==> src/hdl/lfu_pkg.sv <==
// Package for the LFU cache table: sizes, payload structs, entry layout, FSM states.
// Depends on nothing; used by lfu_cache_table.
package lfu_pkg;

   localparam int CAPACITY  = 16;
   localparam int IDX_W     = (CAPACITY > 1) ? $clog2(CAPACITY) : 1;
   localparam int CNT_W     = IDX_W + 1;
   localparam int RANK_W    = IDX_W;
   localparam int THR_W     = RANK_W + 1;
   localparam int OCC_W     = $clog2(CAPACITY + 1);
   localparam int CAP_W     = 5;
   localparam int ECAP_W    = (OCC_W > CAP_W) ? OCC_W : CAP_W;
   localparam int CAP_RESET = (CAPACITY > 31) ? 31 : CAPACITY;
   localparam int USE_W     = 16;

   localparam logic OP_GET = 1'b0;
   localparam logic OP_PUT = 1'b1;

   typedef struct packed {
      logic               opcode;
      logic signed [31:0] lookup_key;
      logic signed [31:0] write_value;
   } req_type;

   typedef struct packed {
      logic               hit;
      logic signed [31:0] read_value;
      logic               evicted;
      logic signed [31:0] evicted_key;
   } rsp_type;

   typedef struct packed {
      logic signed [31:0] key;
      logic signed [31:0] value;
      logic [USE_W-1:0]   use_count;
      logic [RANK_W-1:0]  rank;
   } entry_type;

   typedef enum logic [2:0] {
      ST_IDLE,
      ST_SCAN,
      ST_DECIDE,
      ST_UPDATE,
      ST_FINISH
   } state_type;

endpackage

==> src/hdl/lfu_ram.sv <==
// Generic simple dual-port RAM: one write port, one registered read port.
// Depends on nothing.
module lfu_ram #(
   parameter int WIDTH = 8,
   parameter int DEPTH = 16,
   parameter int ADDR_W = (DEPTH > 1) ? $clog2(DEPTH) : 1
) (
   input  logic              clock,
   input  logic              wr_en,
   input  logic [ADDR_W-1:0] wr_addr,
   input  logic [WIDTH-1:0]  wr_data,
   input  logic              rd_en,
   input  logic [ADDR_W-1:0] rd_addr,
   output logic [WIDTH-1:0]  rd_data
);

   logic [WIDTH-1:0] mem [DEPTH];
   logic [WIDTH-1:0] rd_data_ff;

   always_ff @(posedge clock) begin
      if (wr_en) begin
         mem[wr_addr] <= wr_data;
      end
      if (rd_en) begin
         rd_data_ff <= mem[rd_addr];
      end
   end

   assign rd_data = rd_data_ff;

endmodule

==> src/hdl/lfu_cache_table.sv <==
// Top level of the LFU cache table (LRU tie-break); entries live in lfu_ram.
// Depends on lfu_pkg and lfu_ram.
//
//   channel | direction | handshake           | payload
//   req     | in        | req_valid/req_stall | lfu_pkg::req_type
//   rsp     | out       | rsp_valid/rsp_stall | lfu_pkg::rsp_type
//   csr     | in        | csr_wr_en           | capacity_in_use, 5 bits
//
// One transaction at a time: a scan pass over all CAPACITY entries, a decide state,
// then a read-modify-write pass over all entries when the entry table changes:
// puts and hits take both passes, get misses only the scan pass.
// The single read port of the entry RAM sets the length of each pass.
// Synchronous reset clears valid bits, occupancy and control; capacity resets to CAPACITY.
// The next request is taken while a response still waits on rsp_stall.
module lfu_cache_table (
   input  logic                  clock,
   input  logic                  reset,
   input  logic                  req_valid,
   output logic                  req_stall,
   input  lfu_pkg::req_type      req_payload,
   output logic                  rsp_valid,
   input  logic                  rsp_stall,
   output lfu_pkg::rsp_type      rsp_payload,
   input  logic                  csr_wr_en,
   input  logic [lfu_pkg::CAP_W-1:0] csr_wr_data
);

   lfu_pkg::state_type state_ff, state_in;
   lfu_pkg::req_type   req_ff, req_in;
   lfu_pkg::rsp_type   rsp_ff, rsp_in, res_ff, res_in;
   logic               rsp_valid_ff, rsp_valid_in;

   logic [lfu_pkg::CAP_W-1:0]    cap_ff, cap_in;
   logic [lfu_pkg::OCC_W-1:0]    occ_ff, occ_in;
   logic [lfu_pkg::CAPACITY-1:0] valid_ff, valid_in;

   logic [lfu_pkg::CNT_W-1:0] cnt_ff, cnt_in;
   logic                      pend_ff, pend_in;
   logic [lfu_pkg::IDX_W-1:0] pend_idx_ff, pend_idx_in;

   logic                       hit_found_ff, hit_found_in;
   logic [lfu_pkg::IDX_W-1:0]  hit_idx_ff, hit_idx_in;
   lfu_pkg::entry_type         hit_ent_ff, hit_ent_in;
   logic                       vic_found_ff, vic_found_in;
   logic [lfu_pkg::IDX_W-1:0]  vic_idx_ff, vic_idx_in;
   lfu_pkg::entry_type         vic_ent_ff, vic_ent_in;
   logic                       free_found_ff, free_found_in;
   logic [lfu_pkg::IDX_W-1:0]  free_idx_ff, free_idx_in;

   logic [lfu_pkg::IDX_W-1:0]  tgt_idx_ff, tgt_idx_in;
   logic [lfu_pkg::THR_W-1:0]  thr_ff, thr_in;
   lfu_pkg::entry_type         new_ent_ff, new_ent_in;

   logic                       ram_we, ram_re;
   logic [lfu_pkg::IDX_W-1:0]  ram_waddr, ram_raddr;
   lfu_pkg::entry_type         ram_wdata, ram_rdata;

   logic [lfu_pkg::ECAP_W-1:0] ecap;

   lfu_ram #(
      .WIDTH($bits(lfu_pkg::entry_type)),
      .DEPTH(lfu_pkg::CAPACITY)
   ) u_entry_ram (
      .clock  (clock),
      .wr_en  (ram_we),
      .wr_addr(ram_waddr),
      .wr_data(ram_wdata),
      .rd_en  (ram_re),
      .rd_addr(ram_raddr),
      .rd_data(ram_rdata)
   );

   assign ecap = (lfu_pkg::ECAP_W'(cap_ff) > lfu_pkg::ECAP_W'(lfu_pkg::CAPACITY)) ?
                 lfu_pkg::ECAP_W'(lfu_pkg::CAPACITY) : lfu_pkg::ECAP_W'(cap_ff);

   assign req_stall   = (state_ff != lfu_pkg::ST_IDLE);
   assign rsp_valid   = rsp_valid_ff;
   assign rsp_payload = rsp_ff;

   always_ff @(posedge clock) begin
      if (reset) begin
         state_ff     <= lfu_pkg::ST_IDLE;
         rsp_valid_ff <= 1'b0;
         cap_ff       <= lfu_pkg::CAP_W'(lfu_pkg::CAP_RESET);
         occ_ff       <= '0;
         valid_ff     <= '0;
         cnt_ff       <= '0;
         pend_ff      <= 1'b0;
      end else begin
         state_ff     <= state_in;
         rsp_valid_ff <= rsp_valid_in;
         cap_ff       <= cap_in;
         occ_ff       <= occ_in;
         valid_ff     <= valid_in;
         cnt_ff       <= cnt_in;
         pend_ff      <= pend_in;
      end
      req_ff        <= req_in;
      rsp_ff        <= rsp_in;
      res_ff        <= res_in;
      pend_idx_ff   <= pend_idx_in;
      hit_found_ff  <= hit_found_in;
      hit_idx_ff    <= hit_idx_in;
      hit_ent_ff    <= hit_ent_in;
      vic_found_ff  <= vic_found_in;
      vic_idx_ff    <= vic_idx_in;
      vic_ent_ff    <= vic_ent_in;
      free_found_ff <= free_found_in;
      free_idx_ff   <= free_idx_in;
      tgt_idx_ff    <= tgt_idx_in;
      thr_ff        <= thr_in;
      new_ent_ff    <= new_ent_in;
   end

   always_comb begin
      state_in      = state_ff;
      req_in        = req_ff;
      rsp_in        = rsp_ff;
      res_in        = res_ff;
      rsp_valid_in  = rsp_valid_ff && rsp_stall;
      cap_in        = csr_wr_en ? csr_wr_data : cap_ff;
      occ_in        = occ_ff;
      valid_in      = valid_ff;
      cnt_in        = cnt_ff;
      pend_in       = 1'b0;
      pend_idx_in   = cnt_ff[lfu_pkg::IDX_W-1:0];
      hit_found_in  = hit_found_ff;
      hit_idx_in    = hit_idx_ff;
      hit_ent_in    = hit_ent_ff;
      vic_found_in  = vic_found_ff;
      vic_idx_in    = vic_idx_ff;
      vic_ent_in    = vic_ent_ff;
      free_found_in = free_found_ff;
      free_idx_in   = free_idx_ff;
      tgt_idx_in    = tgt_idx_ff;
      thr_in        = thr_ff;
      new_ent_in    = new_ent_ff;
      ram_re        = 1'b0;
      ram_raddr     = cnt_ff[lfu_pkg::IDX_W-1:0];
      ram_we        = 1'b0;
      ram_waddr     = pend_idx_ff;
      ram_wdata     = ram_rdata;

      case (state_ff)
         lfu_pkg::ST_IDLE: begin
            if (req_valid) begin
               req_in        = req_payload;
               cnt_in        = '0;
               hit_found_in  = 1'b0;
               vic_found_in  = 1'b0;
               free_found_in = 1'b0;
               state_in      = lfu_pkg::ST_SCAN;
            end
         end
         lfu_pkg::ST_SCAN: begin
            if (cnt_ff != lfu_pkg::CNT_W'(lfu_pkg::CAPACITY)) begin
               ram_re  = 1'b1;
               pend_in = 1'b1;
               cnt_in  = cnt_ff + 1'b1;
            end
            if (pend_ff) begin
               if (valid_ff[pend_idx_ff]) begin
                  if (ram_rdata.key == req_ff.lookup_key) begin
                     hit_found_in = 1'b1;
                     hit_idx_in   = pend_idx_ff;
                     hit_ent_in   = ram_rdata;
                  end
                  if (!vic_found_ff || (ram_rdata.use_count < vic_ent_ff.use_count) ||
                      ((ram_rdata.use_count == vic_ent_ff.use_count) &&
                       (ram_rdata.rank > vic_ent_ff.rank))) begin
                     vic_found_in = 1'b1;
                     vic_idx_in   = pend_idx_ff;
                     vic_ent_in   = ram_rdata;
                  end
               end else if (!free_found_ff) begin
                  free_found_in = 1'b1;
                  free_idx_in   = pend_idx_ff;
               end
            end else if (cnt_ff == lfu_pkg::CNT_W'(lfu_pkg::CAPACITY)) begin
               state_in = lfu_pkg::ST_DECIDE;
            end
         end
         lfu_pkg::ST_DECIDE: begin
            res_in.hit         = 1'b0;
            res_in.read_value  = '1;
            res_in.evicted     = 1'b0;
            res_in.evicted_key = '0;
            cnt_in             = '0;
            state_in           = lfu_pkg::ST_FINISH;
            if (ecap != '0) begin
               if (hit_found_ff) begin
                  res_in.hit = 1'b1;
                  new_ent_in = hit_ent_ff;
                  if (req_ff.opcode == lfu_pkg::OP_GET) begin
                     res_in.read_value = hit_ent_ff.value;
                  end else begin
                     new_ent_in.value = req_ff.write_value;
                  end
                  if (hit_ent_ff.use_count != '1) begin
                     new_ent_in.use_count = hit_ent_ff.use_count + 1'b1;
                  end
                  new_ent_in.rank = '0;
                  tgt_idx_in      = hit_idx_ff;
                  thr_in          = lfu_pkg::THR_W'(hit_ent_ff.rank);
                  state_in        = lfu_pkg::ST_UPDATE;
               end else if (req_ff.opcode == lfu_pkg::OP_PUT) begin
                  new_ent_in.key       = req_ff.lookup_key;
                  new_ent_in.value     = req_ff.write_value;
                  new_ent_in.use_count = lfu_pkg::USE_W'(1);
                  new_ent_in.rank      = '0;
                  if ((lfu_pkg::ECAP_W'(occ_ff) >= ecap) && vic_found_ff) begin
                     res_in.evicted     = 1'b1;
                     res_in.evicted_key = vic_ent_ff.key;
                     tgt_idx_in         = vic_idx_ff;
                     thr_in             = lfu_pkg::THR_W'(vic_ent_ff.rank);
                     state_in           = lfu_pkg::ST_UPDATE;
                  end else if (free_found_ff) begin
                     tgt_idx_in           = free_idx_ff;
                     thr_in               = {1'b1, {lfu_pkg::RANK_W{1'b0}}};
                     valid_in[free_idx_ff] = 1'b1;
                     occ_in               = occ_ff + 1'b1;
                     state_in             = lfu_pkg::ST_UPDATE;
                  end
               end
            end
         end
         lfu_pkg::ST_UPDATE: begin
            if (cnt_ff != lfu_pkg::CNT_W'(lfu_pkg::CAPACITY)) begin
               ram_re  = 1'b1;
               pend_in = 1'b1;
               cnt_in  = cnt_ff + 1'b1;
            end
            if (pend_ff) begin
               ram_we = 1'b1;
               if (pend_idx_ff == tgt_idx_ff) begin
                  ram_wdata = new_ent_ff;
               end else if (valid_ff[pend_idx_ff] &&
                            (lfu_pkg::THR_W'(ram_rdata.rank) < thr_ff)) begin
                  ram_wdata.rank = ram_rdata.rank + 1'b1;
               end
            end else if (cnt_ff == lfu_pkg::CNT_W'(lfu_pkg::CAPACITY)) begin
               state_in = lfu_pkg::ST_FINISH;
            end
         end
         lfu_pkg::ST_FINISH: begin
            if (!rsp_valid_ff || !rsp_stall) begin
               rsp_in       = res_ff;
               rsp_valid_in = 1'b1;
               state_in     = lfu_pkg::ST_IDLE;
            end
         end
         default: begin
            state_in = lfu_pkg::ST_IDLE;
         end
      endcase
   end

   a_occ_matches_valid: assert property (@(posedge clock) disable iff (reset)
      $countones(valid_ff) == 32'(occ_ff))
      else $error("occupancy out of step with valid bits");

   a_write_only_in_update: assert property (@(posedge clock) disable iff (reset)
      ram_we |-> (state_ff == lfu_pkg::ST_UPDATE))
      else $error("entry RAM written outside update pass");

   a_hit_not_evict: assert property (@(posedge clock) disable iff (reset)
      rsp_valid_ff |-> !(rsp_ff.hit && rsp_ff.evicted))
      else $error("response both hit and evicted");

   a_rsp_load_from_finish: assert property (@(posedge clock) disable iff (reset)
      (!rsp_valid_ff && rsp_valid_in) |-> (state_ff == lfu_pkg::ST_FINISH))
      else $error("response loaded outside finish");

endmodule
==> config.mk <==
export PLATFORM = sky130hd
export DESIGN_NAME = lfu_cache_table
export DESIGN_NICKNAME = d
export VERILOG_FILES = /design/src/hdl/lfu_pkg.sv /design/src/hdl/lfu_ram.sv /design/src/hdl/lfu_cache_table.sv
export SDC_FILE = /design/constraint.sdc
export NUM_CORES = 2
export LEC_CHECK = 0
export BUFFER_PORTS_ARGS = -buffer_cell sky130_fd_sc_hd__buf_2
export CORE_MARGIN = 2
export CORE_UTILIZATION = 55
export DETAILED_ROUTE_END_ITERATION = 10
export PLACE_DENSITY = 0.71
export SYNTH_ARGS = -nofsm -noshare
export SYNTH_HDL_FRONTEND = slang
export SYNTH_SLANG_ARGS = --single-unit
==> constraint.sdc <==
create_clock -name clock -period 9.9 [get_ports clock]
set_clock_uncertainty 0.2 [all_clocks]
set_input_delay 0.495 -clock clock [delete_from_list [all_inputs] [get_ports clock]]
set_output_delay 0.495 -clock clock [all_outputs]
set_load 0.01 [all_outputs]
==> impl_metrics.toml <==
[grt]
grt_usage_pct = 24.2
antenna_found_initial = 5
grt_pass1_vias = 34200
grt_max_degree = 156
grt_pass1_wl_um = 231000
grt_remaining_overflow = 0

[setup_path]
critPathRequiredTime_ps = 10100
path_class = "flop to flop"
max_stage_delay_ps = 950
path_max_fanout = 41
crit_chain = "xor2_1 > nor4_1 > nand4_1 > nor4_1 > nor2b_4 > buf_4 > buf_4"
critPathBufInv = 2
critical_path_arrival_ps = 5510
path_delay_family = "simple AND/OR/NAND/NOR gates"
crit_path_end_kind = "flop"
slowest_stage = "nor4_1"
startpoint_type = "flop"

[synth]
synth-xor-area-share_pct = 0.611
synth_cell_types = 56
async_flop_share_pct = 0
syn_nets = 3193
ys_seq_area_share_pct = 79.2
ys.flop_type = "edfxtp_1"
synthMuxAreaShare_pct = 15.8
syn-cell-area_um2 = 71700
synthAdderAreaFrac_pct = 0.576
syn_area_per_cell_um2 = 23.2
synth_seq_cells = 1905
yosys_warnings = 0
yosys.area_share.simple_pct = 1.94
synth_compound_area_share_pct = 0.785
synth_edf_count = 1865
synth_top_family_by_area = "multiplexers"
syn_inst = 3085

[floorplanning]
rows = 132
ios = 143
dieArea_um2 = 133000
die_w_um = 365
coreArea_um2 = 129000
start_util_pct = 55.4
fp.dieH_um = 365

[layout]
final_common_cell = "edfxtp_1"
layout.cells.non_filler = 5302
final_cell_mix = "edfxtp_1 (1865), mux4_2 (422), clkbuf_16 (188), mux2_2 (144), buf_2 (142)"
area_delta_synth_final_pct = 13.2
fin_nets = 3525
layout-drive-gt1-share_pct = 29.6

[placed_design]
gp_congestion = 0.804
dp_hpwl_um = 79900
dp.cells = 4891
io_buffers = 142

[pwr]
p_comb_share_pct = 6.9
power_density_nw_per_um2 = 212
power_switching_uw = 3710
p_leak_uw = 0.0252
sw_frac_of_total_pct = 21.6
power_frac_seq_pct = 54.6
power_frac_clock_pct = 38.5
ir_drop_mv = 0.205
p_int_uw = 13500

[clock_tree]
cts_resized = 0
h-tree-depth = 4
cts_root_buffer = "clkbuf_16"
cts.sinks = 1905
clk_path_buf_depth = 3
clock_latency_ps = 800
tritoncts = "built"
clk_pin_slew_ps = 60
cts_buffers = 182

[sta]
worst_pin_slew_ps = 1150
fin_crit_sh_pct = 53.6
final_period_minus_worst_setup_slack_ps = 5310
rsz0062_at_grt = "false"
setup_viol = 0
hold_violations = 0
drv_slew = 0
max_slew_margin_pct = 23.5
tns_ps = 0
fmax_ghz = 0.188

[drt]
drtIter0Drc = 4549
firstDrtPassIters = 6
post_drt_wl_per_cell_um = 29.9
wl_um = 159000
vias = 33400
via_per_inst = 6.31
ant_nets = 0
drcViolationCount = 0

[min_path]
hp-class = "input port to flop"

[run]
max_cap_viol_count = 0

[run_status]
status = "finished, final reports clean"
sequential cells by signal, indices dropped and copies added, names as in the netlist, 16 cells and up:
register             flops
vic_ent_ff              52
req_ff                  65
hit_ent_ff              84
res_ff                  66
u_entry_ram.mem       1344
valid_ff                16
rsp_payload             66
u_entry_ram.rd_data     84
new_ent_ff              80
area by class of cell:
type	instances	area, µm²
diodes	1	2.50
clock buffers	237	4950
clock inverters	89	703
fillers	8541	48300
inverters	36	135
multi-input cells	1003	14300
flip-flops and latches	1905	56800
well taps	1742	2180
repair buffers	289	2060
repair_timing:
item	in CTS	in global routing
buffers inserted	0	0
hold buffers	84	0
hold endpoints to repair	86	0
worst paths after layout:
path / start / end / slack, ps / cells after the start
setup / recovery: u_entry_ram.rd_data[59] / hit_ent_ff[15] / 4590 / 7
hold / removal: req_payload[28] / req_ff[28] / 210 / 2
setup reg to reg: u_entry_ram.rd_data[59] / hit_ent_ff[15] / 4590 / 7
hold reg to reg: res_ff[13] / rsp_payload[13] / 220 / 0
layer usage:
layer / routed length [µm] / GRT usage (%)
met3: 14000 / 4.74
met5: 0 / 0
met1: 64000 / 35.2
met4: 3490 / 6.67
met2: 77000 / 38.1
cells by family (layout without fill, tap and decap cells):
group / Yosys count / after routing
fa+ha+maj: 33 / 33
simple gates: 253 / 253
buf+inv: 177 / 651
other cells: 0 / 1
xor+xnor: 50 / 50
compound gates: 83 / 83
mux: 584 / 584
flops: 1905 / 1905
cells in the mapped netlist (4+ instances only):
library cell	number	area [µm²]
nand3_1	14	70.1
nand2_1	38	143
nor4_1	9	56.3
or3_1	39	244
o2bb2ai_1	16	140
nand2b_1	8	50.1
dfxtp_1	40	801
mux2_2	144	1620
a31oi_1	8	50.1
nor2b_1	7	43.8
o21ai_0	18	90.1
nand3b_1	4	30.0
clkbuf_1	85	319
and4_1	4	35.0
and3_1	5	31.3
mux4_2	422	9500
nor2_1	52	195
nand4_1	13	81.3
buf_2	47	235
or4_1	4	30.0
nor3b_1	4	30.0
xnor2_1	16	140
a21oi_1	18	90.1
nor3_1	9	45.0
mux2i_1	14	140
and2_1	33	206
buf_1	7	26.3
edfxtp_1	1865	56000
ha_1	33	413
xor2_1	34	298
a21o_1	4	30.0
inv_1	36	135
stage by stage:
stage          area (µm²)  total power [µW]  utilization [%]  worst slack (ps)  hold slack (ps)
2_1_floorplan       71700             10300                -              86.3              129
3_3_place_gp        74700             10700             57.7              4610              203
3_5_place_dp        74700             10700             57.7              4560              205
4_1_cts             81200             17300             62.7              4520              155
5_1_grt             81200             17700             62.7              4470              171
6_report            81200             17200             62.7              4590              207
power by group through the flow:
stage               registers (µW)  clock network (µW)  logic, µW
floorplan                     9500                   0        820
global placement              9540                   0       1110
detailed placement            9550                   0       1160
CTS                           9380                6720       1190
global route                  9400                7020       1270
finish                        9390                6620       1180
(Power assumes the default switching activity.)
